**src/sv/ecus_pkg.sv**
```systemverilog
`timescale 1ns / 1ps
// ----------------------------------------------------------------------------
// ecus_pkg
// Shared types and constants for the unlock-guarded byte store.
// ----------------------------------------------------------------------------
package ecus_pkg;

  // Store geometry
  localparam int          STORE_DEPTH_DEF = 131072;
  localparam int          CELL_W          = 17;     // width of addr[18:2]
  localparam logic [7:0]  ERASED_BYTE     = 8'hFF;

  // Bus addresses of the unlock cells and the product-ID bytes
  localparam logic [23:0] BUS_BASE        = 24'h800000;
  localparam logic [23:0] UNLOCK_A_ADDR   = 24'h815554; // cell 5555
  localparam logic [23:0] UNLOCK_B_ADDR   = 24'h80AAA8; // cell 2AAA
  localparam logic [23:0] PID_MAKER_ADDR  = BUS_BASE;
  localparam logic [23:0] PID_DEVICE_ADDR = 24'h800004;

  // Unlock sequence words and commands
  localparam logic [15:0] UNLOCK_A_WORD   = 16'h00AA;
  localparam logic [15:0] UNLOCK_B_WORD   = 16'h0055;
  localparam logic [15:0] CMD_PROD_ID     = 16'h0090;
  localparam logic [15:0] CMD_WRITE_EN    = 16'h00A0;

  // Configuration register indexes and reset values
  localparam int          CFG_IDX_W       = 8;
  localparam logic [CFG_IDX_W-1:0] REG_MAKER_CODE  = 8'd0;
  localparam logic [CFG_IDX_W-1:0] REG_DEVICE_CODE = 8'd1;
  localparam logic [7:0]  MAKER_CODE_RST  = 8'h1F;
  localparam logic [7:0]  DEVICE_CODE_RST = 8'hD5;

  typedef enum logic [1:0] {
    CMD_RD_WORD = 2'd0,
    CMD_RD_LONG = 2'd1,
    CMD_WR_WORD = 2'd2,
    CMD_WR_LONG = 2'd3
  } cmd_t;

  typedef enum logic [1:0] {
    MODE_NORMAL   = 2'd0,
    MODE_PROD_ID  = 2'd1,
    MODE_WRITE_EN = 2'd2
  } mode_t;

  typedef enum logic [1:0] {
    PH_IDLE = 2'd0,
    PH_ONE  = 2'd1,
    PH_TWO  = 2'd2
  } phase_t;

  // Decoded operation that travels down the pipeline with each item
  typedef struct packed {
    logic       rd;        // read: produces one result
    logic       wr;        // store byte_val into the cell
    logic       rd_long;   // long read: byte lands in bits 23:16
    logic       rd_zero;   // word read at a nonzero offset returns zero
    logic       pid;       // product-ID read: byte_val replaces store data
    logic [7:0] byte_val;  // write byte or product-ID byte
  } op_t;

endpackage

```
**src/sv/ecus_ctrl.sv**
```systemverilog
`timescale 1ns / 1ps
// ----------------------------------------------------------------------------
// ecus_ctrl
// Unlock sequencer, access mode and ID registers; decodes each command.
// ----------------------------------------------------------------------------
module ecus_ctrl
  import ecus_pkg::*;
(
  input  logic                 clk,
  input  logic                 rst_n,
  input  logic                 acc,
  input  logic [1:0]           cmd,
  input  logic [23:0]          addr,
  input  logic [31:0]          data,
  input  logic                 cfg_wr,
  input  logic [CFG_IDX_W-1:0] cfg_idx,
  input  logic [7:0]           cfg_val,
  output op_t                  op
);

  phase_t      phase_r, phase_nxt;
  mode_t       mode_r, mode_nxt;
  logic [7:0]  maker_r, device_r;
  cmd_t        cmd_c;
  logic [23:0] waddr;
  logic [15:0] wword;
  logic        second_cell;
  logic        wr_skip;

  // Hold sequencer state and mode
  always_ff @(posedge clk) begin
    if (!rst_n) begin
      phase_r <= PH_IDLE;
      mode_r  <= MODE_NORMAL;
    end else begin
      phase_r <= phase_nxt;
      mode_r  <= mode_nxt;
    end
  end

  // Take configuration transfers
  always_ff @(posedge clk) begin
    if (!rst_n) begin
      maker_r  <= MAKER_CODE_RST;
      device_r <= DEVICE_CODE_RST;
    end else if (cfg_wr) begin
      case (cfg_idx)
        REG_MAKER_CODE:  maker_r  <= cfg_val;
        REG_DEVICE_CODE: device_r <= cfg_val;
        default: ;
      endcase
    end
  end

  // Align long writes; a word write to offset two is dropped
  assign cmd_c       = cmd_t'(cmd);
  assign waddr       = (cmd_c == CMD_WR_LONG) ? {addr[23:2], 2'b00} : addr;
  assign wword       = data[15:0];
  assign second_cell = (waddr == UNLOCK_B_ADDR);
  assign wr_skip     = (cmd_c == CMD_WR_WORD) && (addr[1:0] == 2'd2);

  // Decode the command and advance the unlock sequence
  always_comb begin
    phase_nxt = phase_r;
    mode_nxt  = mode_r;
    op        = '0;
    if (acc) begin
      case (cmd_c)
        CMD_RD_WORD, CMD_RD_LONG: begin
          op.rd      = 1'b1;
          op.rd_long = (cmd_c == CMD_RD_LONG);
          op.rd_zero = (cmd_c == CMD_RD_WORD) && (addr[1:0] != 2'b00);
          if (mode_r == MODE_PROD_ID) begin
            op.pid = 1'b1;
            if (addr == PID_MAKER_ADDR) begin
              op.byte_val = maker_r;
            end else if (addr == PID_DEVICE_ADDR) begin
              op.byte_val = device_r;
            end
          end
          // any read drops write-enable mode
          if (mode_r == MODE_WRITE_EN) begin
            mode_nxt = MODE_NORMAL;
          end
        end
        default: begin
          if (!wr_skip) begin
            if (mode_r == MODE_WRITE_EN) begin
              op.wr       = 1'b1;
              op.byte_val = wword[7:0];
            end else if ((waddr == UNLOCK_A_ADDR) || second_cell) begin
              case (phase_r)
                PH_IDLE: begin
                  if (!second_cell && (wword == UNLOCK_A_WORD)) begin
                    phase_nxt = PH_ONE;
                  end
                end
                PH_ONE: begin
                  phase_nxt = (second_cell && (wword == UNLOCK_B_WORD)) ? PH_TWO : PH_IDLE;
                end
                PH_TWO: begin
                  if (!second_cell) begin
                    if (wword == CMD_PROD_ID) begin
                      mode_nxt = MODE_PROD_ID;
                    end else if (wword == CMD_WRITE_EN) begin
                      mode_nxt = MODE_WRITE_EN;
                    end else begin
                      mode_nxt = MODE_NORMAL;
                    end
                  end
                  phase_nxt = PH_IDLE;
                end
                default: begin
                  phase_nxt = PH_IDLE;
                end
              endcase
            end
          end
        end
      endcase
    end
  end

endmodule

```
**config.mk**
```make
export PLATFORM = sky130hd
export DESIGN_NAME = ecus_ctrl
export DESIGN_NICKNAME = d
export VERILOG_FILES = /design/src/sv/ecus_pkg.sv /design/src/sv/ecus_ctrl.sv
export SDC_FILE = /design/constraint.sdc
export NUM_CORES = 1
export LEC_CHECK = 0
export BUFFER_PORTS_ARGS = -buffer_cell sky130_fd_sc_hd__buf_4
export CAP_MARGIN = 5
export CORE_UTILIZATION = 35
export DETAILED_ROUTE_END_ITERATION = 12
export PLACE_DENSITY = 0.75
export SETUP_SLACK_MARGIN = 0.1
export SLEW_MARGIN = 20
export SYNTH_ARGS = -nofsm -noshare
export SYNTH_HDL_FRONTEND = slang
export SYNTH_SLANG_ARGS = --single-unit
```
**constraint.sdc**
```tcl
create_clock -name clk -period 2.4 [get_ports clk]
set_clock_uncertainty 0.2 [all_clocks]
set_input_delay 0.36 -clock clk [delete_from_list [all_inputs] [get_ports clk]]
set_output_delay 0.36 -clock clk [all_outputs]
set_load 0.02 [all_outputs]
```
# Word-level counts from Yosys, hierarchy flattened
# Index checks and enable logic that the tools add are counted.
[op_classes]
addsub = 0
n_mul = 0
div = 0
n_lt_le_gt_ge = 0
eq_ne = 22
n_shift = 0
n_mux = 25
bitwise = 3
n_reduce_logical = 17
[op_table]
columns = ["operator", "n"]
rows = [
  ["24-bit == test (second input constant)", 4],
  ["16-bit by 8-bit == test with 1-bit output (second input constant)", 3],
  ["8-bit two-way mux", 5],
  ["2-bit two-way mux", 12],
  ["16-bit by 7-bit == test with 1-bit output (second input constant)", 1],
  ["13-bit two-way mux", 1],
  ["2-bit == test (second input constant)", 5],
  ["9-bit two-way mux", 1],
  ["8-bit by 1-bit == test with 1-bit output (second input constant)", 1],
  ["8-bit logical NOT", 1],
  ["7-bit AND reduction", 1],
  ["2-bit by 1-bit == test with 1-bit output (second input constant)", 3],
  ["2-bit by 1-bit inequality test with 1-bit output (second input constant)", 3],
  ["6-bit AND reduction", 1],
  ["2-bit nonzero test", 3],
  ["1-bit logical AND", 4],
  ["2-bit logical NOT", 2],
  ["1-bit two-way mux", 4],
  ["2-bit inequality test (second input constant)", 2],
  ["2-bit case mux with 2 select lines", 1],
  ["2-bit AND reduction", 2],
  ["3-bit two-way mux", 1],
  ["1-bit inverter", 3],
  ["2-bit OR reduction", 1],
  ["2 further kinds", 2],
]
[word_totals]
reg_bits = 20
latchBits = 0
mem_bits_rw = 0
rom_bits = 0
inputBits = 78
out_inout_bits = 13
word_cells = 71
memories = 0

# Depth between registers and ports, before layout
# Gate-level depths: netlist of the first run.
[logic_depth]
word_depth = 9
ltp_mapped = 6
depth_no_buf = 5

# Worst setup path before layout of the first run
# Ideal clock, no wire load.
[synth_timing]
path_kind = "input -> output"
from = "in acc"
to = "out op[0] in the netlist's numbering"
arrival_ns = 2.054
required_time_ns = 1.840
path_slack_ns = -0.214
path_stages = 6
path_buffers = 1
path_cell_list = "nor2b_1 -> nand3b_1 -> nor4_1 -> nor2b_1 -> buf_4 -> a221o_1"
[synth_lines]
columns = ["element", "line_no", "text"]
rows = [
  ["start: declaration", "ecus_ctrl.sv:11", "input logic acc,"],
  ["end: declaration", "ecus_ctrl.sv:18", "output op_t op"],
]

==> metrics.txt, run 1 <==
clk buf depth 2; Logic pwr share around 22%; Mapped Area 1190 um2; DRC errors left 0; worst hold path class in2reg; register bit total from synthesis 20; WHS roughly 0.073 ns; Peak supply drop 0.271 mV; Area after DPL 1850 um2; Clock Latency Late Sink 0.30 ns; status finished clean; Post-Synth Adder-Cell Area 0%; cell count after synthesis 137; total wire length 3930 um; Post-synth ARST share 0%; H-tree levels 1; reg-to-reg critical path startpoint mode_r[1]$_SDFFE_PN0P_; Synth Area in XOR/XNOR 0%; CTS clk-pin slew, worst paths 0.10 ns; fmax 0.425 GHz; Slowest-stage cell, CP nor4_4; first-pass GRT wire length 6110 um; worst reg2reg path endpoint phase_r[1]$_SDFFE_PN0P_; gr ovfl total 0; Synth cell types 31; Die H a little over 60 um; layout cells sized above 1 43.6%; fin area 1980 um2; first drt pass iteration count 4; crit-path max cell delay 0.29 ns; Sequential Power Share between 50% and 60%; routed vias 1430; Synth Area per Inst 8.71 um2; vias in the first global route 1478; fin util 62.7%; prevailing post-synth register cell dfxtp_1; io pins roughly 90; mux share of post-synthesis cell area 15.1%; Die Footprint 3650 um2; switch share approximately a quarter; RSZ-0062 raised after global routing yes; Max transition margin between 60% and 70%; worst path cell trace buf_6, nor4_4, nand2_1, nor4_4, buf_4, and3_1, a221o_1, buf_6; GPL Wtd Cong between 0.8 and 0.9; Synth Area in Compound Gates 9.01%; post-synthesis sequential area ratio 33.5%; CTS tree built; synth warn 0; reg-to-reg slack, setup 0.34 ns; Simple-Gate Fraction of Synth Area 40.5%; area grow syn2layout 65.6%; Die W 60.4 um; CP Max Fanout 8; Power, Total between 600 and 700 uW; maxcap violations 0; DR WL/cell 15.0 um; final count of hold timing violations 0; Reg2Reg Depth 5; Final Critical Period roughly 2.4 ns; Initial Utilization 37.9%; final net count 298; most frequent cells in the layout buf_4 (69), nand2_1 (21), dfxtp_1 (20); Final Max Tran Viols 0; CP required 1.84 ns; Tcrit/Tclk final 98.0%; worst setup path endpoint op[3]; fillers 295; clk sinks 20; area occupied by multi-input gates 831 um2; Setup crit start addr[15]; port buffer count 74; post-detailed-route count of antenna-violating nets 0; Register Area 400 um2; DR iter-0 viols 48; Setup CP Type in2out; Non-Filler Instances 262; cell total after placement 257; Inserted Diodes 0; P_int around 470 uW; largest family of logic cells by synthesized area simple AND/OR/NAND/NOR gates; Worst-Margin Slew 0.475 ns; initial antenna violation count 0; setup violators final 0; vias per cell 5.46; leakage 0.882 nW; CTS Root Cell clkbuf_4; Worst setup SP type primary input; EDFF count, synth 0; Rows 20; largest net degree at the start of global routing 22; WP data arrival around 1.8 ns; DP Wirelength 3060 um; clock share of power between 20% and 30%; endpoint class of the critical path output pin; gr usage total 22.5%; most common cell after layout, fill and taps aside buf_4; Switch Pwr about 150 uW; core area around 3200 um2; pwr dens roughly 320 nW/um2; Syn Nets 215; total CTS buffers 3
## cells by family after synthesis
logic type             Yosys count
AO/OA/AOI/OAI                   13
buffers and inverters            5
flip-flops                      20
multiplexers                    18
AND/OR/NAND/NOR                 81
## per-stage QoR
stage                     setup WS, ns  TNS (ns)
after global routing           -0.0744    -0.480
after floorplan                  0.124         0
after CTS                       0.0636         0
final                           0.0480         0
after global placement          -0.120    -0.753
after detailed placement        -0.116    -0.837
## Yosys cell counts, types with 3 or more instances
cell type / number / share of area [%]
clkbuf_1: 3 / 0.94
a221o_1: 8 / 6.7
and3_1: 8 / 4.2
nand4b_1: 3 / 2.2
nand4_1: 7 / 3.7
nor4_1: 5 / 2.6
nor2_1: 3 / 0.94
mux2i_1: 18 / 15
dfxtp_1: 20 / 34
nand2_1: 21 / 6.6
nor3_1: 4 / 1.7
or4_1: 5 / 3.1
nor2b_1: 10 / 5.2
## registers in the layout, summed over array words and instances, names as in the netlist
signal    count
phase_r       2
device_r      8
mode_r        2
maker_r       8
## how the worst min path moves through the flow
stage,slack [ns],from,depth (start not counted),endpoint
2_1_floorplan,0.24,device_r[0]$_SDFFE_PN1P_,2,device_r[0]$_SDFFE_PN1P_
3_3_place_gp,0.25,device_r[0]$_SDFFE_PN1P_,2,device_r[0]$_SDFFE_PN1P_
4_1_cts,0.06,cfg_val[4],3,device_r[4]$_SDFFE_PN1P_
6_report,0.07,cfg_val[4],3,device_r[4]$_SDFFE_PN1P_
3_5_place_dp,0.25,device_r[0]$_SDFFE_PN1P_,2,device_r[0]$_SDFFE_PN1P_
5_1_grt,0.08,cfg_val[0],3,device_r[0]$_SDFFE_PN1P_
## metal layers
layer / global-route usage [%] / up-vias / part of all wire (%)
met2: 44.7 / 55 / 52
met4: 8.97 / 0 / 1.2
li1: - / 690 / -
met3: 3.84 / 4 / 7.6
met5: 0 / - / 0
met1: 22.8 / 681 / 39
## layout make-up
cell class / instances / share of cell area [%]
multi-input combinational: 112 / 42.0
tap: 44 / 2.78
inverter: 1 / 0.190
timing repair buffer: 82 / 33.6
clock buffer: 3 / 1.14
sequential: 20 / 20.3
## repair_timing
item / in CTS / in global routing
endpoints found under the hold margin: 0 / 0
pin swaps: 7 / 3
buffers inserted: 1 / 1
gates resized for setup: 18 / 1
hold buffers: 0 / 0
setup endpoints to repair: 8 / 8
## critical path, delay by kind of cell
family | cells | cell delay [ns]
AND/OR/NAND/NOR | 4 | 0.87
AO/OA/AOI/OAI | 1 | 0.13
buffers and inverters | 3 | 0.42
## power by group through the flow
stage               Combinational (mW)  Clock (mW)  Sequential [mW]
floorplan                       0.0287           0            0.340
CTS                              0.136       0.165            0.332
finish                           0.139       0.157            0.332
global route                     0.149       0.168            0.332
global placement                 0.125           0            0.340
detailed placement               0.128           0            0.340
(Power assumes the default switching activity.)
==> run 2, diff against run 1 <==
==> constraint.sdc (replaced) <==
create_clock -name clk -period 2.4 [get_ports clk]
set_clock_uncertainty 0.2 [all_clocks]
set_input_delay 0.12 -clock clk [delete_from_list [all_inputs] [get_ports clk]]
set_output_delay 0.12 -clock clk [all_outputs]
set_load 0.02 [all_outputs]
==> run 2 against run 1 <==
Effect of this change: maximum frequency is 7.9% higher; non-clock buffer count is 14 higher; core utilization is 1.8 points higher; largest cell class unchanged; worst setup slack better by 0.17 ns; sequential power hardly changed; combinational power hardly changed; hold slack worse by 0.045 ns; routed wire length is 1.0% higher; via count is 3.0% higher; clock power is 3% lower; highest routed layer unchanged; final cell count is 5.3% higher; clock-buffer cell count stayed put.
==> metrics.txt, run 2 (same netlist as run 1, synthesis figures left out) <==
H-tree levels 1 (unchanged); worst path cell trace dlygate4sd3_1, buf_4, nand4b_1, nor4_2, nand4b_1, dlygate4sd3_1, mux2i_1; switch share 23.3% (-0.99 points); Switch Pwr 146 uW (-4.2%); gr usage total 23.2% (+0.70 points); vias in the first global route 1549 (+4.8%); setup ws final 0.221 ns (+0.173 ns); biggest regs device_r (8), maker_r (8); CP Max Fanout 21 (+13); Inserted Diodes 0 (unchanged); Sequential Power Share 53.0% (about the same); Final Critical Period 2.18 ns (-0.173 ns); Final Max Tran Viols 0 (unchanged); area grow syn2layout 70.3%; RSZ-0062 raised after global routing no; layout cells sized above 1 37.5% (-6.1 points); final count of hold timing violations 0 (unchanged); first-pass GRT wire length 6340 um (+3.8%); Reg2Reg Depth 5 (unchanged); initial antenna violation count 0 (unchanged); Die Footprint 3650 um2 (unchanged); pwr dens 308 nW/um2 (-2.9%); leakage 0.878 nW (-0.35%); endpoint class of the critical path flip-flop; first drt pass iteration count 5 (+1); largest net degree at the start of global routing 22 (unchanged); P_int 480 uW (+1.1%); reg-to-reg critical path startpoint mode_r[1]$_SDFFE_PN0P_; post-detailed-route count of antenna-violating nets 0 (unchanged); GPL Wtd Cong 0.780 (-10%); Die H 60.4 um (unchanged); setup_tns 0 ns (unchanged); worst reg2reg path endpoint phase_r[1]$_SDFFE_PN0P_; Initial Utilization 37.9% (unchanged); DR WL/cell 14.4 um (-4.1%); status finished clean; io pins 91 (unchanged); most common cell after layout, fill and taps aside buf_4; clk sinks 20 (unchanged); clk buf depth 2 (unchanged); Setup CP Type in2reg; Min-Delay Endpoint phase_r[0]$_SDFFE_PN0P_; CTS Root Cell clkbuf_4; Die W 60.4 um (unchanged); CP required 2.43 ns (+0.59 ns); Peak supply drop 0.235 mV (-13%); CTS clk-pin slew, worst paths 0.10 ns (about the same); Hold Startpoint data[1]; WP data arrival 2.21 ns (+0.42 ns); total CTS buffers 3 (unchanged); hold depth 4 (+1); Worst-Margin Slew 0.581 ns (+0.105 ns); DR iter-0 viols 56 (+17%); fmax 0.459 GHz (+7.9%); clock share of power 24.5% (-0.5 points); most frequent cells in the layout buf_4 (77), nand2_1 (21), dfxtp_1 (20); Clock Latency Late Sink 0.29 ns (about the same); core area 3150 um2 (unchanged); fillers 294 (-0.34%); CP Buf/Inv Count 3 (unchanged); routed vias 1473 (+3.0%); port buffer count 74 (unchanged); Slowest-stage cell, CP dlygate4sd3_1; final net count 312 (+4.7%); setup violators final 0 (unchanged); Max transition margin 61.3% (-7.0 points); Logic pwr share 22.5% (+0.4 points); gr ovfl total 0 (unchanged); pre-CTS setup slack 0.215 ns (+0.331 ns); Tcrit/Tclk final 90.8% (-7.2 points); reg-to-reg slack, setup 0.35 ns (about the same); delay-heaviest family, CP buffers and inverters; total wire length 3970 um (+1.0%); maxcap violations 0 (unchanged); DP Wirelength 2980 um (-2.5%); CTS tree built; Worst setup SP type primary input; worst hold path class in2reg; Rows 20 (unchanged); Power, Total 626 uW (-0.16%); DRC errors left 0 (unchanged); crit-path max cell delay 0.58 ns (+0.29 ns); vias per cell 5.34 (-2.2%)
## run 2: repair_timing
| action | 4_1_cts | 5_1_grt |
|---|---|---|
| endpoints found under the hold margin | 19 | 0 |
| setup buffers | 0 | 0 |
| endpoints found under the setup margin | 0 | 3 |
| resized for setup | 0 | 2 |
| hold buffers | 19 | 0 |
## run 2: worst register-to-register path, stage by stage (launching register included)
cell and delay, ns:
dfxtp_1 0.33, nor2b_1 0.14, or3_1 0.34, or3_1 0.38
or4_1 0.50, o21ai_0 0.09
## run 2: power by group through the flow
stage               Combinational (mW)  Sequential (mW)  Clock [mW]
floorplan                       0.0276            0.340           0
global placement                 0.122            0.340           0
detailed placement               0.125            0.340           0
CTS                              0.139            0.332       0.156
global route                     0.153            0.332       0.164
finish                           0.141            0.332       0.153
## run 2: area by class of cell
class | count | area (um2) | area share, %
Sequential cell | 20 | 400 | 19.7
Clock buffer | 3 | 22.5 | 1.11
Tap cell | 44 | 55.1 | 2.71
Inverter | 1 | 3.75 | 0.185
Multi-Input combinational cell | 112 | 783 | 38.5
Timing Repair Buffer | 96 | 768 | 37.8
## run 2: worst max path at each step
stage	start	to	slack, ns	depth (start not counted)
2_1_floorplan	mode_r[1]$_SDFFE_PN0P_	op[0]	0.22	3
3_3_place_gp	addr[21]	op[1]	0.27	8
3_5_place_dp	addr[16]	op[5]	0.21	8
4_1_cts	rst_n	mode_r[0]$_SDFFE_PN0P_	0.20	7
5_1_grt	rst_n	mode_r[0]$_SDFFE_PN0P_	0.11	7
6_report	rst_n	mode_r[0]$_SDFFE_PN0P_	0.22	7
## run 2: layer usage
layer / track usage (%) / wire length (um)
met2: 46.0 / 2110
met1: 24.9 / 1520
met4: 7.97 / 42
met5: 0 / 0
met3: 2.77 / 298
## run 2: stage by stage
| step | utilization [%] | instance area, um2 | cells | hold slack [ns] |
|---|---|---|---|---|
| final | 64.5 | 2030 | 276 | 0.0283 |
| after global placement | 57.3 | 1810 | 254 | 0.141 |
| after detailed placement | 57.3 | 1810 | 254 | 0.146 |
| after CTS | 64.1 | 2020 | 276 | 0.0199 |
| after global routing | 64.5 | 2030 | 276 | 0.0536 |
| after floorplan | - | 1190 | 137 | 0.0451 |
==> run 3, diff against run 2 <==
--- a/config.mk
+++ b/config.mk
@@ -6,10 +6,11 @@
 export NUM_CORES = 1
 export LEC_CHECK = 0
 export BUFFER_PORTS_ARGS = -buffer_cell sky130_fd_sc_hd__buf_4
-export CAP_MARGIN = 5
+export CAP_MARGIN = 20
 export CORE_UTILIZATION = 35
 export DETAILED_ROUTE_END_ITERATION = 12
 export PLACE_DENSITY = 0.75
+export REMOVE_ABC_BUFFERS = 1
 export SETUP_SLACK_MARGIN = 0.1
 export SLEW_MARGIN = 20
 export SYNTH_ARGS = -nofsm -noshare
==> run 3 against run 2 <==
Effect of this change: worst setup slack better by 0.014 ns; first-iteration DRC count is 16% lower; via count is 1.6% higher; sequential share of layout area is 0.14 points lower; clock-buffer cell count is 1 higher; sequential power hardly changed; cell area is 0.74% higher; routed wire length is 1.1% higher; critical endpoint unchanged.
==> metrics.txt, run 3 (same netlist as run 1, synthesis figures left out) <==
io pins 91 (unchanged); status finished clean; final count of hold timing violations 0 (unchanged); CTS tree built; Die Footprint 3650 um2 (unchanged); Final Max Tran Viols 0 (unchanged); CTS Root Cell clkbuf_4; Setup CP Type in2reg; total wire length 4010 um (+1.1%); initial antenna violation count 0 (unchanged); total CTS buffers 3 (unchanged); most frequent cells in the layout buf_4 (77), nand2_1 (21), dfxtp_1 (20); DP Wirelength 2900 um (-2.6%); Final Critical Period 2.17 ns (-0.0135 ns); maxcap violations 0 (unchanged); reg-to-reg slack, setup 0.36 ns (about the same); fin area 2050 um2 (+0.74%); WHS 0.00979 ns (-0.0185 ns); H-tree levels 1 (unchanged); Max transition margin 62.2% (+0.96 points); Initial Utilization 37.9% (unchanged); setup violators final 0 (unchanged); vias in the first global route 1584 (+2.3%); Switch Pwr 156 uW (+7.0%); clock share of power 28.8% (+4.3 points); fmax 0.462 GHz (+0.62%); worst hold path class in2reg; pre-CTS setup slack 0.190 ns (-0.0242 ns); DRC errors left 0 (unchanged); leakage 0.913 nW (+4.0%); Die W 60.4 um (unchanged); routed vias 1497 (+1.6%); Area after DPL 1810 um2 (unchanged); most common cell after layout, fill and taps aside buf_4; gr usage total 23.4% (+0.19 points); largest net degree at the start of global routing 22 (unchanged); DR WL/cell 14.5 um (+1.1%); area grow syn2layout 71.6%; biggest regs device_r (8), maker_r (8); Rows 20 (unchanged); pwr dens 329 nW/um2 (+6.7%); layout cells sized above 1 38.4% (+0.86 points); setup_tns 0 ns (unchanged); Sequential Power Share 49.3% (-3.7 points); Logic pwr share 21.8% (-0.7 points); post-CTS setup buffer count 0 (unchanged); switch share 23.2% (-0.11 points); CP Max Fanout 21 (unchanged); core area 3150 um2 (unchanged); final net count 311 (-0.32%); RSZ-0062 raised after global routing no; Worst setup SP type primary input; clk sinks 20 (unchanged); Die H 60.4 um (unchanged); GPL Wtd Cong 0.808 (+3.6%); Clock Latency Late Sink 0.30 ns (about the same); gr ovfl total 0 (unchanged); setup ws final 0.235 ns (+0.0135 ns); P_int 517 uW (+7.7%); DR iter-0 viols 47 (-16%); post-detailed-route count of antenna-violating nets 0 (unchanged); Inserted Diodes 0 (unchanged); vias per cell 5.42 (+1.6%); CTS clk-pin slew, worst paths 0.11 ns (about the same); fin util 65.0% (+0.48 points); Worst-Margin Slew 0.566 ns (-0.0144 ns); first drt pass iteration count 4 (-1); first-pass GRT wire length 6390 um (+0.76%); endpoint class of the critical path flip-flop; CP required 2.44 ns (about the same); Tcrit/Tclk final 90.2% (-0.56 points); port buffer count 74 (unchanged); WP data arrival 2.20 ns (about the same); Peak supply drop 0.228 mV (-2.9%); clk buf depth 2 (unchanged)
[run 3: per-layer routing]
layer | vias to the layer above | GRT usage, % | routed length (um)
li1 | 712 | - | -
met1 | 689 | 24.4 | 1560
met2 | 86 | 45.8 | 2000
met3 | 10 | 2.56 | 366
met4 | 0 | 11.3 | 82
met5 | - | 0 | 0
[run 3: what timing repair did]
| action | CTS | global route |
|---|---|---|
| resized for setup | 0 | 4 |
| endpoints found under the setup margin | 0 | 8 |
| hold buffers | 18 | 0 |
| endpoints found under the hold margin | 19 | 0 |
[run 3: cell type report]
cell class	instances	area, um2
Clock buffer	4	36.3
Fill cell	284	1100
Inverter	1	3.75
Multi-Input combinational cell	112	795
Sequential cell	20	400
Tap cell	44	55.1
Timing Repair Buffer	95	758
[run 3: critical path, cell delays in order]
cell and delay (ns):
dlygate4sd3_1 0.53, buf_4 0.24, nand4b_1 0.17, nor4_2 0.31
nand4b_1 0.14, dlygate4sd3_1 0.57, mux2i_1 0.12
[run 3: path summary, 6_finish.rpt]
check,start,end,cells after the start
hold reg to reg,mode_r[1]$_SDFFE_PN0P_,mode_r[1]$_SDFFE_PN0P_,2
setup / recovery,rst_n,mode_r[0]$_SDFFE_PN0P_,7
hold / removal,data[3],phase_r[0]$_SDFFE_PN0P_,4
setup reg to reg,mode_r[1]$_SDFFE_PN0P_,phase_r[1]$_SDFFE_PN0P_,5
[run 3: stage by stage]
stage | std cells | power [mW]
6_report | 276 | 0.673
4_1_cts | 276 | 0.676
2_1_floorplan | 133 | 0.362
3_3_place_gp | 254 | 0.462
5_1_grt | 276 | 0.701
3_5_place_dp | 254 | 0.467
[run 3: power by group through the flow]
stage	clock, mW	combinational, mW	sequential (mW)
global route	0.211	0.158	0.332
detailed placement	0	0.127	0.340
CTS	0.199	0.144	0.332
finish	0.194	0.147	0.332
global placement	0	0.122	0.340
floorplan	0	0.0226	0.340
