==> src/sv/ecus_pkg.sv <==
`timescale 1ns / 1ps
// ----------------------------------------------------------------------------
// ecus_pkg
// Shared types and constants for the unlock-guarded byte store.
// ----------------------------------------------------------------------------
package ecus_pkg;

  // Store geometry
  localparam int          STORE_DEPTH_DEF = 131072;
  localparam int          CELL_W          = 17;     // width of addr[18:2]
  localparam logic [7:0]  ERASED_BYTE     = 8'hFF;

  // Bus addresses of the unlock cells and the product-ID bytes
  localparam logic [23:0] BUS_BASE        = 24'h800000;
  localparam logic [23:0] UNLOCK_A_ADDR   = 24'h815554; // cell 5555
  localparam logic [23:0] UNLOCK_B_ADDR   = 24'h80AAA8; // cell 2AAA
  localparam logic [23:0] PID_MAKER_ADDR  = BUS_BASE;
  localparam logic [23:0] PID_DEVICE_ADDR = 24'h800004;

  // Unlock sequence words and commands
  localparam logic [15:0] UNLOCK_A_WORD   = 16'h00AA;
  localparam logic [15:0] UNLOCK_B_WORD   = 16'h0055;
  localparam logic [15:0] CMD_PROD_ID     = 16'h0090;
  localparam logic [15:0] CMD_WRITE_EN    = 16'h00A0;

  // Configuration register indexes and reset values
  localparam int          CFG_IDX_W       = 8;
  localparam logic [CFG_IDX_W-1:0] REG_MAKER_CODE  = 8'd0;
  localparam logic [CFG_IDX_W-1:0] REG_DEVICE_CODE = 8'd1;
  localparam logic [7:0]  MAKER_CODE_RST  = 8'h1F;
  localparam logic [7:0]  DEVICE_CODE_RST = 8'hD5;

  typedef enum logic [1:0] {
    CMD_RD_WORD = 2'd0,
    CMD_RD_LONG = 2'd1,
    CMD_WR_WORD = 2'd2,
    CMD_WR_LONG = 2'd3
  } cmd_t;

  typedef enum logic [1:0] {
    MODE_NORMAL   = 2'd0,
    MODE_PROD_ID  = 2'd1,
    MODE_WRITE_EN = 2'd2
  } mode_t;

  typedef enum logic [1:0] {
    PH_IDLE = 2'd0,
    PH_ONE  = 2'd1,
    PH_TWO  = 2'd2
  } phase_t;

  // Decoded operation that travels down the pipeline with each item
  typedef struct packed {
    logic       rd;        // read: produces one result
    logic       wr;        // store byte_val into the cell
    logic       rd_long;   // long read: byte lands in bits 23:16
    logic       rd_zero;   // word read at a nonzero offset returns zero
    logic       pid;       // product-ID read: byte_val replaces store data
    logic [7:0] byte_val;  // write byte or product-ID byte
  } op_t;

endpackage

==> src/sv/ecus_idx.sv <==
`timescale 1ns / 1ps
// ----------------------------------------------------------------------------
// ecus_idx
// Two-stage cell index unit: bus cell number modulo the store depth,
// by reciprocal multiply, with the decoded operation carried alongside.
// ----------------------------------------------------------------------------
module ecus_idx
  import ecus_pkg::*;
#(
  parameter int STORE_DEPTH = STORE_DEPTH_DEF
) (
  input  logic                           clk,
  input  logic                           rst_n,
  input  logic                           in_vld,
  input  logic [CELL_W-1:0]              in_cell,
  input  op_t                            in_op,
  output logic                           out_vld,
  output logic [$clog2(STORE_DEPTH)-1:0] out_idx,
  output op_t                            out_op
);

  localparam int IDX_W  = $clog2(STORE_DEPTH);
  localparam int SH     = CELL_W + IDX_W;
  localparam int MUL_W  = CELL_W + 1;
  localparam int PROD_W = CELL_W + MUL_W;
  localparam int Q_W    = PROD_W - SH;
  localparam longint unsigned RECIP =
    ((64'd1 << SH) + 64'(STORE_DEPTH) - 64'd1) / 64'(STORE_DEPTH);
  localparam logic [MUL_W-1:0]  RECIP_C = MUL_W'(RECIP);
  localparam logic [CELL_W-1:0] DEPTH_C = CELL_W'(STORE_DEPTH);

  logic                vld1_r, vld2_r;
  logic [CELL_W-1:0]   cell1_r;
  logic [PROD_W-1:0]   prod1_r;
  op_t                 op1_r, op2_r;
  logic [Q_W-1:0]      quot;
  logic [CELL_W-1:0]   rem;
  logic [IDX_W-1:0]    idx2_r;

  // Advance the valid bits
  always_ff @(posedge clk) begin
    if (!rst_n) begin
      vld1_r <= 1'b0;
      vld2_r <= 1'b0;
    end else begin
      vld1_r <= in_vld;
      vld2_r <= vld1_r;
    end
  end

  // Stage one: multiply by the reciprocal of the depth
  always_ff @(posedge clk) begin
    cell1_r <= in_cell;
    prod1_r <= PROD_W'(in_cell) * PROD_W'(RECIP_C);
    op1_r   <= in_op;
  end

  // Stage two: remainder from the quotient
  assign quot = prod1_r[PROD_W-1 -: Q_W];
  assign rem  = cell1_r - CELL_W'(CELL_W'(quot) * DEPTH_C);

  always_ff @(posedge clk) begin
    idx2_r <= rem[IDX_W-1:0];
    op2_r  <= op1_r;
  end

  assign out_vld = vld2_r;
  assign out_idx = idx2_r;
  assign out_op  = op2_r;

endmodule

==> config.mk <==
export PLATFORM = sky130hd
export DESIGN_NAME = ecus_idx
export DESIGN_NICKNAME = d
export VERILOG_FILES = /design/src/sv/ecus_pkg.sv /design/src/sv/ecus_idx.sv
export SDC_FILE = /design/constraint.sdc
export NUM_CORES = 1
export LEC_CHECK = 0
export CAP_MARGIN = 20
export CELL_PAD_IN_SITES_DETAIL_PLACEMENT = 0
export CELL_PAD_IN_SITES_GLOBAL_PLACEMENT = 2
export CORE_ASPECT_RATIO = 1.4
export CORE_MARGIN = 5
export CORE_UTILIZATION = 33
export CTS_CLUSTER_DIAMETER = 30
export CTS_CLUSTER_SIZE = 14
export DETAILED_ROUTE_END_ITERATION = 16
export DONT_BUFFER_PORTS = 1
export HOLD_SLACK_MARGIN = 0.02
export PLACE_DENSITY_LB_ADDON = 0.2
export SLEW_MARGIN = 20
export SYNTH_ARGS = -nofsm -noshare
export SYNTH_HDL_FRONTEND = slang
export SYNTH_SLANG_ARGS = --single-unit
export TNS_END_PERCENT = 5
==> constraint.sdc <==
create_clock -name clk -period 0.8 [get_ports clk]
set_input_delay 0.04 -clock clk [delete_from_list [all_inputs] [get_ports clk]]
set_output_delay 0.04 -clock clk [all_outputs]
set_load 0.02 [all_outputs]
======== After elaboration in Yosys (flattened, before gate mapping) ========
Index checks and enable logic that the tools add are counted.
storage, ports and cells
  bits in read-only memories .............. 0
  memories kept ........................... 0
  output and inout bits ................... 31
  bits in registers ....................... 62
  bits in latches ......................... 0
  bits in writable memories ............... 0
  input port bits ......................... 33
operators by class
  muxes and demuxes ....................... 0
  div/mod/pow operators ................... 0
  $mul .................................... 0
  bitwise logic cells ..................... 0
  equal/unequal tests ..................... 0
  reduce and logical (&&, ||, !) cells .... 0
  add/subtract/negate cells ............... 0
  shift-type cells ........................ 0
  order comparisons ....................... 0

======== Depth between registers and ports, before layout ========
Gate-level depths: netlist of run 1.
  word-level depth ........................ 0
  gate-level depth with buffers ........... 1

======== Worst setup path after synthesis of run 1 ========
Ideal clock, no wire load.
  kind .................................... register to register
  start point ............................. register vld1_r
  end point ............................... register vld2_r, in the netlist out_vld
  stages on the path, launching flop included .. 2
  slack ................................... 0.284 ns
  library setup time ...................... 0.115 ns
  buffers on the path ..................... 0
  arrival time ............................ 0.401 ns
  cell sequence ........................... dfxtp_1 -> and2_1
RTL lines
  item                    RTL line        text
  from (decl)             ecus_idx.sv:32  logic vld1_r, vld2_r;
  from (signal assigned)  ecus_idx.sv:46  vld1_r <= in_vld;
  to (signal assigned)    ecus_idx.sv:47  vld2_r <= vld1_r;
  to (decl)               ecus_idx.sv:32
No word-level cell between the ends.

======== Final worst setup path of run 1 ========
  start point ............................. register op2_r, in the netlist out_op[8]
  end point ............................... output port out_op[8] (netlist name)
RTL lines
  item                    RTL line        text
  from (decl)             ecus_idx.sv:35  op_t op1_r, op2_r;
  from (signal assigned)  ecus_idx.sv:64  op2_r <= op1_r;
  to (decl)               ecus_idx.sv:19  output op_t out_op
No word-level cell between the ends.

==> impl_results.html, run 1 <==
<table>
<tr><th>Metric</th><th>Value</th></tr>
<tr><th colspan="2">Finish</th></tr>
<tr><td>Most common cell after layout, fill and taps aside</td><td>dlygate4sd3_1</td></tr>
<tr><td>Most used cells in the layout excluding fill and tap cells</td><td>32 x dlygate4sd3_1, 31 x dfxtp_1, 31 x dfxtp_2</td></tr>
<tr><td>Proportion of layout cells with a drive suffix above 1</td><td>42.0%</td></tr>
<tr><td>Nets@finish</td><td>140</td></tr>
<tr><td>Filler cells</td><td>321</td></tr>
<tr><td>Area growth, synth to finish</td><td>47.6%</td></tr>
<tr><td>Diodes inserted</td><td>0</td></tr>
<tr><td>Post-route cell area</td><td>1850 um2</td></tr>
<tr><th colspan="2">Global routing</th></tr>
<tr><td>Total global routing overflow</td><td>0</td></tr>
<tr><td>Antenna violations before repair</td><td>0</td></tr>
<tr><td>All-Layer GR Usage</td><td>9.01%</td></tr>
<tr><td>Global-route wire length before repair</td><td>3000 um</td></tr>
<tr><td>Pin count of the biggest net entering global routing</td><td>11</td></tr>
<tr><td>Via count of the first global-routing pass</td><td>662</td></tr>
<tr><th colspan="2">Critical path</th></tr>
<tr><td>Critical path endpoint category</td><td>primary output</td></tr>
<tr><td>Worst endpoint required time</td><td>0.76 ns</td></tr>
<tr><td>Highest fanout seen on the critical path</td><td>1</td></tr>
<tr><td>Kind of start point of the critical path</td><td>flip-flop</td></tr>
<tr><td>Setup CP Type</td><td>reg2out</td></tr>
<tr><td>Origin of the critical flop-to-flop path</td><td>vld1_r$_SDFF_PN0_</td></tr>
<tr><td>Endpoint of the most critical register-to-register path</td><td>out_vld$_SDFF_PN0_</td></tr>
<tr><td>R2R setup slack</td><td>0.27 ns</td></tr>
<tr><td>Number of cells on the worst reg-to-reg path</td><td>1</td></tr>
<tr><td>Total stage count of the critical path</td><td>0</td></tr>
<tr><td>Endpoint arrival time on the critical path</td><td>0.70 ns</td></tr>
<tr><th colspan="2">STA</th></tr>
<tr><td>Number of endpoints with negative hold slack in the final report</td><td>0</td></tr>
<tr><td>Max Clk Rate</td><td>1.35 GHz</td></tr>
<tr><td>RSZ-0062 raised after global routing</td><td>false</td></tr>
<tr><td>Final setup violation count</td><td>0</td></tr>
<tr><td>Max-slew headroom</td><td>91.9%</td></tr>
<tr><td>Clock period minus worst slack</td><td>0.743 ns</td></tr>
<tr><td>Worst slew pin tran</td><td>0.122 ns</td></tr>
<tr><td>Post-route setup TNS</td><td>0 ns</td></tr>
<tr><td>Final Cycle Share</td><td>92.9%</td></tr>
<tr><td>Largest clock skew in the final design</td><td>0.00447 ns</td></tr>
<tr><td>Final slew viol count</td><td>0</td></tr>
<tr><th colspan="2">Synthesis</th></tr>
<tr><td>Netlist area before placement</td><td>1250 um2</td></tr>
<tr><td>Netlist cell types</td><td>2</td></tr>
<tr><td>Post-synthesis instance total</td><td>64</td></tr>
<tr><td>Yosys top cell area share</td><td>99.0%</td></tr>
<tr><td>Synth top area cells</td><td>dfxtp_1 99%, and2_1 1.0%</td></tr>
<tr><td>YS warnings</td><td>0</td></tr>
<tr><td>Portion of the post-synthesis area used by sequential elements</td><td>99.0%</td></tr>
<tr><td>Post-Syn Nets</td><td>97</td></tr>
<tr><td>Seq cells post-synth</td><td>62</td></tr>
<tr><td>Post-synth top area cell</td><td>dfxtp_1</td></tr>
<tr><td>Syn_area_per_cell</td><td>19.6 um2</td></tr>
<tr><th colspan="2">Power and ir drop</th></tr>
<tr><td>Static Leakage</td><td>0.000765 uW</td></tr>
<tr><td>Total power after layout</td><td>5940 uW</td></tr>
<tr><td>Power density relative to cell area</td><td>3210 nW/um2</td></tr>
<tr><td>Highest ir drop seen on vdd</td><td>1.70 mV</td></tr>
<tr><th colspan="2">Place</th></tr>
<tr><td>PortBufs</td><td>0</td></tr>
<tr><td>Routability congestion estimate from global placement</td><td>0.554</td></tr>
<tr><td>Area of placed instances</td><td>1310 um2</td></tr>
<tr><th colspan="2">Worst hold path</th></tr>
<tr><td>Source of the worst hold timing path</td><td>in_cell[10]</td></tr>
<tr><td>Hold worst-path end</td><td>cell1_r[10]$_DFF_P_</td></tr>
<tr><td>Cell depth of the worst hold path</td><td>1</td></tr>
<tr><td>Class of the most critical hold timing path</td><td>in2reg</td></tr>
<tr><th colspan="2">Route</th></tr>
<tr><td>Final WL</td><td>1930 um</td></tr>
<tr><td>Initial DRC Count</td><td>19</td></tr>
<tr><td>Total via count after detailed routing</td><td>590</td></tr>
<tr><td>WL/cell</td><td>12.5 um</td></tr>
<tr><td>Remaining antenna violation count</td><td>0</td></tr>
<tr><td>Vias per std cell</td><td>3.83</td></tr>
<tr><td>DRT Pass-1 Iters</td><td>2</td></tr>
<tr><td>Total DRC errors in the routed layout</td><td>0</td></tr>
<tr><th colspan="2">Clock tree</th></tr>
<tr><td>Clock Latency Late Sink</td><td>0.32 ns</td></tr>
<tr><td>H-tree depth</td><td>3</td></tr>
<tr><td>Number of clock buffers inserted by TritonCTS</td><td>9</td></tr>
<tr><td>Number of clock sinks</td><td>62</td></tr>
<tr><td>Clock transition at the register clock pins on the worst setup and hold paths after CTS</td><td>0.06 ns</td></tr>
<tr><td>Deepest clock path buffer count</td><td>2</td></tr>
<tr><td>Clk Tree Root Cell</td><td>clkbuf_8</td></tr>
<tr><td>Clock tree from TritonCTS</td><td>done</td></tr>
<tr><th colspan="2">Floorplanning</th></tr>
<tr><td>Std cell rows</td><td>26</td></tr>
<tr><td>Y dimension of the die</td><td>82.9 um</td></tr>
<tr><td>Count of boundary I/O pins</td><td>64</td></tr>
<tr><td>Overall die area</td><td>5150 um2</td></tr>
<tr><td>Initial Utilization</td><td>34.1%</td></tr>
<tr><td>Die Span X</td><td>62.1 um</td></tr>
<tr><td>Floorplan Core Area</td><td>3680 um2</td></tr>
<tr><th colspan="2">Outcome</th></tr>
<tr><td>Status</td><td>complete, no violations</td></tr>
<tr><th colspan="2">Run</th></tr>
<tr><td>Maxcap violations</td><td>0</td></tr>
</table>
-- per-layer routing --
layer	up-vias	part of all wire, %	GRT usage (%)
li1	283	-	-
met1	257	32	7.83
met2	40	49	12.2
met3	10	15	8.07
met4	0	3.7	7.53
met5	-	0	0
-- flip-flops by register name, indices dropped and copies added, names as in the netlist --
register and cells:
op1_r 13, vld1_r 1, out_vld 1, cell1_r 17, out_op 13, out_idx 17
-- what timing repair did --
action                                  in CTS  in global routing
gates resized for setup                     30                  1
buffers inserted                             0                  0
hold buffers                                32                  0
endpoints found under the hold margin       32                  0
endpoints found under the setup margin      30                  1
-- cell families (layout without fill, tap and decap cells) --
group / Yosys count / in the layout / synth area share [%]
DFF: 62 / 62 / 99.0
and+or+nand+nor: 2 / 2 / 0.998
buffers and inverters: 0 / 48 / 0
-- Yosys cell counts, drive strengths merged --
library cell	count
and2	2
dfxtp	62
-- how the worst max path moves through the flow --
stage | start | end | slack (ns)
floorplan | vld1_r$_SDFF_PN0_ | out_vld$_SDFF_PN0_ | 0.28
global placement | vld1_r$_SDFF_PN0_ | out_vld$_SDFF_PN0_ | 0.28
detailed placement | vld1_r$_SDFF_PN0_ | out_vld$_SDFF_PN0_ | 0.28
CTS | out_op[10]$_DFF_P_ | out_op[10] | 0.001
global route | out_idx[0]$_DFF_P_ | out_idx[0] | 0.006
finish | out_op[8]$_DFF_P_ | out_op[8] | 0.06
-- layout make-up --
cell class	count	area [um2]	area share [%]
sequential	62	1280	69.2
timing repair buffer	32	320	17.3
clock buffer	12	165	8.92
tap	42	52.6	2.84
clock inverter	4	20.0	1.08
multi-input combinational	2	12.5	0.676
-- report_power, final --
group	switching (uW)	internal, uW	total, uW	leakage [uW]
Combinational	19.5	105	125	0.000139
Sequential	152	3270	3430	0.000523
Clock	1030	1350	2390	0.000102
-- stage by stage --
stage / hold slack [ns] / setup WS (ns) / std cells / utilization (%)
after floorplan: 0.0677 / 0.284 / 64 / -
after global placement: 0.0678 / 0.279 / 106 / 35.5
after detailed placement: 0.0678 / 0.276 / 106 / 35.5
after CTS: 0.235 / 0.00137 / 154 / 50.3
after global routing: 0.234 / 0.00636 / 154 / 50.3
final: 0.263 / 0.0566 / 154 / 50.3
Power figures use the tool's default switching activity.
==> run 2, diff against run 1 <==
--- a/config.mk
+++ b/config.mk
@@ -15,6 +15,7 @@
 export CTS_CLUSTER_SIZE = 14
 export DETAILED_ROUTE_END_ITERATION = 16
 export DONT_BUFFER_PORTS = 1
+export GPL_TIMING_DRIVEN = 0
 export HOLD_SLACK_MARGIN = 0.02
 export PLACE_DENSITY_LB_ADDON = 0.2
 export SLEW_MARGIN = 20
==> impl_results.html, run 2 (synthesized netlist as in run 1, its figures left out) <==
<table>
<tr><th>Metric</th><th>Value</th></tr>
<tr><th colspan="2">Outcome</th></tr>
<tr><td>Status</td><td>complete, no violations</td></tr>
<tr><th colspan="2">Clock tree</th></tr>
<tr><td>H-tree depth</td><td>3 (unchanged)</td></tr>
<tr><td>Clock Latency Late Sink</td><td>0.32 ns (about the same)</td></tr>
<tr><td>Number of clock sinks</td><td>62 (unchanged)</td></tr>
<tr><td>Clock transition at the register clock pins on the worst setup and hold paths after CTS</td><td>0.06 ns (about the same)</td></tr>
<tr><td>Clk Tree Root Cell</td><td>clkbuf_8</td></tr>
<tr><td>Post CTS Setup Buffer Count</td><td>0 (unchanged)</td></tr>
<tr><td>Number of clock buffers inserted by TritonCTS</td><td>9 (unchanged)</td></tr>
<tr><td>Clock tree from TritonCTS</td><td>done</td></tr>
<tr><td>Deepest clock path buffer count</td><td>2 (unchanged)</td></tr>
<tr><th colspan="2">Global routing</th></tr>
<tr><td>Total global routing overflow</td><td>0 (unchanged)</td></tr>
<tr><td>Pin count of the biggest net entering global routing</td><td>11 (unchanged)</td></tr>
<tr><td>Antenna violations before repair</td><td>0 (unchanged)</td></tr>
<tr><td>All-Layer GR Usage</td><td>9.13% (+0.12 points)</td></tr>
<tr><td>Global-route wire length before repair</td><td>2940 um (-2.1%)</td></tr>
<tr><td>Via count of the first global-routing pass</td><td>650 (-1.8%)</td></tr>
<tr><th colspan="2">Finish</th></tr>
<tr><td>Filler cells</td><td>312 (-2.8%)</td></tr>
<tr><td>Diodes inserted</td><td>0 (unchanged)</td></tr>
<tr><td>Core occupancy in the finished layout</td><td>51.7% (+1.4 points)</td></tr>
<tr><td>Nets@finish</td><td>140 (unchanged)</td></tr>
<tr><td>Post-Layout Cell Count</td><td>154 (unchanged)</td></tr>
<tr><td>Most used cells in the layout excluding fill and tap cells</td><td>32 x dlygate4sd3_1, 31 x dfxtp_1, 30 x dfxtp_2</td></tr>
<tr><td>Most common cell after layout, fill and taps aside</td><td>dlygate4sd3_1</td></tr>
<tr><td>Storage cell area</td><td>1280 um2 (+0.20%)</td></tr>
<tr><td>Proportion of layout cells with a drive suffix above 1</td><td>41.1% (-0.89 points)</td></tr>
<tr><td>Area growth, synth to finish</td><td>51.7%</td></tr>
<tr><td>Multi-input logic area</td><td>12.5 um2 (unchanged)</td></tr>
<tr><th colspan="2">STA</th></tr>
<tr><td>Hold_ws</td><td>0.259 ns (-0.00366 ns)</td></tr>
<tr><td>Final Cycle Share</td><td>93.9% (+0.98 points)</td></tr>
<tr><td>Worst slew pin tran</td><td>0.128 ns (+0.00573 ns)</td></tr>
<tr><td>Number of endpoints with negative hold slack in the final report</td><td>0 (unchanged)</td></tr>
<tr><td>Final slew viol count</td><td>0 (unchanged)</td></tr>
<tr><td>Largest clock skew in the final design</td><td>0.00527 ns (+0.000806 ns)</td></tr>
<tr><td>Clock period minus worst slack</td><td>0.751 ns (+0.00784 ns)</td></tr>
<tr><td>RSZ-0062 raised after global routing</td><td>false</td></tr>
<tr><td>Max Clk Rate</td><td>1.33 GHz (-1.0%)</td></tr>
<tr><td>Least setup slack across all paths after layout</td><td>0.0487 ns (-0.00784 ns)</td></tr>
<tr><td>Max-slew headroom</td><td>91.5% (-0.38 points)</td></tr>
<tr><td>Final setup violation count</td><td>0 (unchanged)</td></tr>
<tr><td>Post-route setup TNS</td><td>0 ns (unchanged)</td></tr>
<tr><th colspan="2">Power and ir drop</th></tr>
<tr><td>Net Sw Power</td><td>1210 uW (+0.69%)</td></tr>
<tr><td>Switching part of the total power</td><td>18.4% (-1.9 points)</td></tr>
<tr><td>Int Pwr</td><td>5380 uW (+14%)</td></tr>
<tr><td>Logic pwr share</td><td>1.9% (-0.2 points)</td></tr>
<tr><td>Power density relative to cell area</td><td>3470 nW/um2 (+8.1%)</td></tr>
<tr><td>Static Leakage</td><td>0.000783 uW (+2.4%)</td></tr>
<tr><td>Highest ir drop seen on vdd</td><td>2.48 mV (+46%)</td></tr>
<tr><td>Part of the total power dissipated in the clock network</td><td>46.2% (+6.0 points)</td></tr>
<tr><td>Part of the power in registers</td><td>51.9% (-5.8 points)</td></tr>
<tr><th colspan="2">Place</th></tr>
<tr><td>PortBufs</td><td>0 (unchanged)</td></tr>
<tr><td># placed instances</td><td>106 (unchanged)</td></tr>
<tr><td>Routability congestion estimate from global placement</td><td>0.543 (-2.0%)</td></tr>
<tr><td>Post-placement setup slack</td><td>0.265 ns (-0.0108 ns)</td></tr>
<tr><th colspan="2">Critical path</th></tr>
<tr><td>Kind of start point of the critical path</td><td>flip-flop</td></tr>
<tr><td>Setup CP Type</td><td>reg2out</td></tr>
<tr><td>Critical path endpoint category</td><td>primary output</td></tr>
<tr><td>Endpoint arrival time on the critical path</td><td>0.71 ns (about the same)</td></tr>
<tr><td>Highest fanout seen on the critical path</td><td>1 (unchanged)</td></tr>
<tr><td>Worst endpoint required time</td><td>0.76 ns (about the same)</td></tr>
<tr><th colspan="2">Floorplanning</th></tr>
<tr><td>Floorplan Core Area</td><td>3680 um2 (unchanged)</td></tr>
<tr><td>Overall die area</td><td>5150 um2 (unchanged)</td></tr>
<tr><td>Std cell rows</td><td>26 (unchanged)</td></tr>
<tr><td>Count of boundary I/O pins</td><td>64 (unchanged)</td></tr>
<tr><td>Initial Utilization</td><td>34.1% (unchanged)</td></tr>
<tr><td>Die Span X</td><td>62.1 um (unchanged)</td></tr>
<tr><td>Y dimension of the die</td><td>82.9 um (unchanged)</td></tr>
<tr><th colspan="2">Route</th></tr>
<tr><td>Total via count after detailed routing</td><td>597 (+1.2%)</td></tr>
<tr><td>Remaining antenna violation count</td><td>0 (unchanged)</td></tr>
<tr><td>Final WL</td><td>2030 um (+4.9%)</td></tr>
<tr><td>Total DRC errors in the routed layout</td><td>0 (unchanged)</td></tr>
<tr><td>Initial DRC Count</td><td>18 (-1)</td></tr>
<tr><td>WL/cell</td><td>13.2 um (+4.9%)</td></tr>
<tr><td>DRT Pass-1 Iters</td><td>2 (unchanged)</td></tr>
<tr><td>Vias per std cell</td><td>3.88 (+1.2%)</td></tr>
<tr><th colspan="2">Run</th></tr>
<tr><td>Maxcap violations</td><td>0 (unchanged)</td></tr>
<tr><th colspan="2">Worst hold path</th></tr>
<tr><td>Class of the most critical hold timing path</td><td>in2reg</td></tr>
</table>
[run 2: path summary, 6_finish.rpt]
path | startpoint | to | slack, ns | depth (start not counted)
setup / recovery | out_idx[2]$_DFF_P_ | out_idx[2] | 0.05 | 0
hold / removal | in_cell[10] | cell1_r[10]$_DFF_P_ | 0.26 | 1
setup reg to reg | vld1_r$_SDFF_PN0_ | out_vld$_SDFF_PN0_ | 0.26 | 1
hold reg to reg | cell1_r[14]$_DFF_P_ | out_idx[14]$_DFF_P_ | 0.32 | 0
[run 2: metrics by stage]
| stage | power, uW | area (um2) |
|---|---|---|
| after floorplan | 3460 | 1250 |
| after global placement | 3480 | 1310 |
| after detailed placement | 3490 | 1310 |
| after CTS | 6740 | 1900 |
| after global routing | 6910 | 1900 |
| final | 6600 | 1900 |
[run 2: what timing repair did]
| item | in CTS | in global routing |
|---|---|---|
| cloned | 0 | 0 |
| hold buffers | 32 | 0 |
| pin swaps | 0 | 0 |
| endpoints found under the hold margin | 32 | 0 |
| resized for setup | 31 | 1 |
| setup endpoints to repair | 31 | 1 |
[run 2: cell type report]
| cell class | instances | share of cell area [%] |
|---|---|---|
| repair buffers | 32 | 16.8 |
| multi-input cells | 2 | 0.658 |
| clock buffers | 13 | 8.88 |
| well taps | 42 | 2.76 |
| flip-flops and latches | 62 | 67.4 |
| clock inverters | 3 | 3.42 |
[run 2: power groups by stage]
stage,Clock (uW),Sequential [uW],Combinational (uW)
2_1_floorplan,0,3460,2.82
3_3_place_gp,0,3480,2.93
3_5_place_dp,0,3480,3.27
4_1_cts,3180,3430,126
5_1_grt,3340,3440,137
6_report,3050,3430,125
[run 2: routing by layer]
metal	global-route usage (%)	up-vias	part of all wire, %
li1	-	281	-
met1	7.23	265	33
met2	12.4	42	51
met3	7.45	9	12
met4	9.85	0	4.4
met5	0	-	0
==> run 3, diff against run 2 <==
--- a/config.mk
+++ b/config.mk
@@ -9,13 +9,12 @@
 export CELL_PAD_IN_SITES_DETAIL_PLACEMENT = 0
 export CELL_PAD_IN_SITES_GLOBAL_PLACEMENT = 2
 export CORE_ASPECT_RATIO = 1.4
-export CORE_MARGIN = 5
+export CORE_MARGIN = 1.5
 export CORE_UTILIZATION = 33
 export CTS_CLUSTER_DIAMETER = 30
 export CTS_CLUSTER_SIZE = 14
 export DETAILED_ROUTE_END_ITERATION = 16
 export DONT_BUFFER_PORTS = 1
-export GPL_TIMING_DRIVEN = 0
 export HOLD_SLACK_MARGIN = 0.02
 export PLACE_DENSITY_LB_ADDON = 0.2
 export SLEW_MARGIN = 20
==> constraint.sdc (replaced) <==
create_clock -name clk -period 0.8 [get_ports clk]
set_input_delay 0.12 -clock clk [delete_from_list [all_inputs] [get_ports clk]]
set_output_delay 0.12 -clock clk [all_outputs]
set_load 0.02 [all_outputs]
==> impl_results.html, run 3 (synthesized netlist as in run 1, its figures left out) <==
<table>
<tr><th>Metric</th><th>Value</th></tr>
<tr><th colspan="2">STA</th></tr>
<tr><td>Post-route setup TNS</td><td>-0.480 ns (-0.480 ns)</td></tr>
<tr><td>Clock period minus worst slack</td><td>0.824 ns (+0.0731 ns)</td></tr>
<tr><td>Max-slew headroom</td><td>93.1% (+1.6 points)</td></tr>
<tr><td>RSZ-0062 raised after global routing</td><td>true</td></tr>
<tr><td>Final slew viol count</td><td>0 (unchanged)</td></tr>
<tr><td>Number of endpoints with negative hold slack in the final report</td><td>0 (unchanged)</td></tr>
<tr><td>Final Cycle Share</td><td>103% (+9.1 points)</td></tr>
<tr><td>Hold_ws</td><td>0.324 ns (+0.0650 ns)</td></tr>
<tr><td>Max Clk Rate</td><td>1.21 GHz (-8.9%)</td></tr>
<tr><td>Final setup violation count</td><td>31 (+31)</td></tr>
<tr><td>Largest clock skew in the final design</td><td>0.00571 ns (+0.000439 ns)</td></tr>
<tr><td>Worst slew pin tran</td><td>0.104 ns (-0.0242 ns)</td></tr>
<tr><td>Least setup slack across all paths after layout</td><td>-0.0244 ns (-0.0731 ns)</td></tr>
<tr><th colspan="2">Route</th></tr>
<tr><td>Vias per std cell</td><td>3.84 (-0.84%)</td></tr>
<tr><td>Final WL</td><td>1860 um (-8.4%)</td></tr>
<tr><td>Initial DRC Count</td><td>2 (-16)</td></tr>
<tr><td>WL/cell</td><td>12.0 um (-8.4%)</td></tr>
<tr><td>DRT Pass-1 Iters</td><td>3 (+1)</td></tr>
<tr><td>Remaining antenna violation count</td><td>0 (unchanged)</td></tr>
<tr><td>Total DRC errors in the routed layout</td><td>0 (unchanged)</td></tr>
<tr><td>Total via count after detailed routing</td><td>592 (-0.84%)</td></tr>
<tr><th colspan="2">Power and ir drop</th></tr>
<tr><td>Part of the total power dissipated in the clock network</td><td>50.4% (+4.2 points)</td></tr>
<tr><td>Part of the power in registers</td><td>47.8% (-4.1 points)</td></tr>
<tr><td>Highest ir drop seen on vdd</td><td>2.52 mV (+1.7%)</td></tr>
<tr><td>Static Leakage</td><td>0.000806 uW (+2.9%)</td></tr>
<tr><td>Switching part of the total power</td><td>17.8% (-0.61 points)</td></tr>
<tr><td>Logic pwr share</td><td>1.8% (about the same)</td></tr>
<tr><td>Int Pwr</td><td>5780 uW (+7.4%)</td></tr>
<tr><td>Net Sw Power</td><td>1250 uW (+3.1%)</td></tr>
<tr><td>Power density relative to cell area</td><td>3490 nW/um2 (+0.72%)</td></tr>
<tr><th colspan="2">Critical path</th></tr>
<tr><td>Critical path endpoint category</td><td>primary output</td></tr>
<tr><td>Crit path from</td><td>out_idx[2]$_DFF_P_</td></tr>
<tr><td>Kind of start point of the critical path</td><td>flip-flop</td></tr>
<tr><td>Origin of the critical flop-to-flop path</td><td>vld1_r$_SDFF_PN0_</td></tr>
<tr><td>Highest fanout seen on the critical path</td><td>1 (unchanged)</td></tr>
<tr><td>Setup CP Type</td><td>reg2out</td></tr>
<tr><td>Worst endpoint required time</td><td>0.68 ns (-0.08 ns)</td></tr>
<tr><td>R2R setup slack</td><td>0.26 ns (about the same)</td></tr>
<tr><td>Endpoint arrival time on the critical path</td><td>0.70 ns (about the same)</td></tr>
<tr><th colspan="2">Floorplanning</th></tr>
<tr><td>Std cell rows</td><td>26 (unchanged)</td></tr>
<tr><td>Y dimension of the die</td><td>75.9 um (-8.4%)</td></tr>
<tr><td>Count of boundary I/O pins</td><td>64 (unchanged)</td></tr>
<tr><td>Die Span X</td><td>55.1 um (-11%)</td></tr>
<tr><td>Initial Utilization</td><td>34.4% (+0.30 points)</td></tr>
<tr><td>Overall die area</td><td>4180 um2 (-19%)</td></tr>
<tr><td>Floorplan Core Area</td><td>3640 um2 (-0.89%)</td></tr>
<tr><th colspan="2">Clock tree</th></tr>
<tr><td>Clk Tree Root Cell</td><td>clkbuf_8</td></tr>
<tr><td>Number of clock buffers inserted by TritonCTS</td><td>9 (unchanged)</td></tr>
<tr><td>Deepest clock path buffer count</td><td>2 (unchanged)</td></tr>
<tr><td>Clock transition at the register clock pins on the worst setup and hold paths after CTS</td><td>0.07 ns (about the same)</td></tr>
<tr><td>Post CTS Setup Buffer Count</td><td>0 (unchanged)</td></tr>
<tr><td>Clock Latency Late Sink</td><td>0.33 ns (about the same)</td></tr>
<tr><td>H-tree depth</td><td>3 (unchanged)</td></tr>
<tr><td>Clock tree from TritonCTS</td><td>done</td></tr>
<tr><td>Number of clock sinks</td><td>62 (unchanged)</td></tr>
<tr><th colspan="2">Run</th></tr>
<tr><td>Maxcap violations</td><td>0 (unchanged)</td></tr>
<tr><th colspan="2">Finish</th></tr>
<tr><td>Most common cell after layout, fill and taps aside</td><td>dlygate4sd3_1</td></tr>
<tr><td>Most used cells in the layout excluding fill and tap cells</td><td>32 x dlygate4sd3_1, 31 x dfxtp_1, 31 x dfxtp_4</td></tr>
<tr><td>Nets@finish</td><td>140 (unchanged)</td></tr>
<tr><td>Core occupancy in the finished layout</td><td>55.3% (+3.5 points)</td></tr>
<tr><td>Filler cells</td><td>314 (+0.64%)</td></tr>
<tr><td>Diodes inserted</td><td>0 (unchanged)</td></tr>
<tr><td>Post-Layout Cell Count</td><td>154 (unchanged)</td></tr>
<tr><td>Proportion of layout cells with a drive suffix above 1</td><td>42.0% (+0.89 points)</td></tr>
<tr><td>Area growth, synth to finish</td><td>60.6%</td></tr>
<tr><th colspan="2">Global routing</th></tr>
<tr><td>Global-route wire length before repair</td><td>2880 um (-2.1%)</td></tr>
<tr><td>Pin count of the biggest net entering global routing</td><td>12 (+1)</td></tr>
<tr><td>Total global routing overflow</td><td>0 (unchanged)</td></tr>
<tr><td>Antenna violations before repair</td><td>0 (unchanged)</td></tr>
<tr><td>All-Layer GR Usage</td><td>11.0% (+1.9 points)</td></tr>
<tr><td>Via count of the first global-routing pass</td><td>701 (+7.8%)</td></tr>
<tr><th colspan="2">Worst hold path</th></tr>
<tr><td>Source of the worst hold timing path</td><td>cell1_r[0]$_DFF_P_</td></tr>
<tr><td>Class of the most critical hold timing path</td><td>reg2reg</td></tr>
<tr><th colspan="2">Outcome</th></tr>
<tr><td>Status</td><td>finished, violations left</td></tr>
<tr><td>Violations in the final reports</td><td>negative setup slack</td></tr>
<tr><th colspan="2">Place</th></tr>
<tr><td>Routability congestion estimate from global placement</td><td>0.548 (+0.92%)</td></tr>
<tr><td>PortBufs</td><td>0 (unchanged)</td></tr>
<tr><td># placed instances</td><td>106 (unchanged)</td></tr>
</table>
run 3: cell count changes in the layout (fill, tap and decap cells not counted), sizes merged:
cell      change
clkinvlp      +1
clkbuf        -3
bufinv        +2
run 3: cell type report:
cell class                      count  area, um2  area share, %
Tap cell                           42       52.6           2.61
Clock inverter                      6        133           6.59
Sequential cell                    62       1360           67.4
Clock buffer                       10        138           6.84
Multi-Input combinational cell      2       12.5          0.622
Timing Repair Buffer               32        320           15.9
run 3: metrics by stage:
stage / worst slack [ns] / total power, uW / instance area [um2]
3_3_place_gp: 0.268 / 3480 / 1310
4_1_cts: -0.0458 / 7130 / 2010
3_5_place_dp: 0.259 / 3480 / 1310
5_1_grt: -0.0573 / 7300 / 2010
2_1_floorplan: 0.284 / 3460 / 1250
6_report: -0.0244 / 7030 / 2010
run 3: power groups by stage:
| stage | Sequential [uW] | Combinational (uW) | Clock (uW) |
|---|---|---|---|
| 5_1_grt | 3380 | 137 | 3790 |
| 3_5_place_dp | 3480 | 3.05 | 0 |
| 3_3_place_gp | 3470 | 2.88 | 0 |
| 4_1_cts | 3370 | 125 | 3640 |
| 2_1_floorplan | 3460 | 2.82 | 0 |
| 6_report | 3360 | 126 | 3540 |
run 3: layer usage:
layer | GRT usage, % | share of wire (%) | routed length, um | vias up
met5 | 0 | 0 | 0 | -
met2 | 16.9 | 56 | 1040 | 37
met1 | 7.75 | 30 | 557 | 266
li1 | - | - | - | 281
met3 | 8.46 | 10 | 188 | 8
met4 | 10.2 | 3.5 | 64 | 0
run 3: worst paths after layout:
kind | endpoint | cells past startpoint
worst max-delay path | out_idx[2] | 0
worst min-delay path | out_idx[0]$_DFF_P_ | 0
worst max register to register | out_vld$_SDFF_PN0_ | 1
worst min register to register | out_idx[0]$_DFF_P_ | 0
run 3: repair_timing:
item | 4_1_cts | 5_1_grt
hold buffers | 32 | 0
hold endpoints to repair | 32 | 0
setup endpoints to repair | 31 | 31
gates resized for setup | 62 | 0
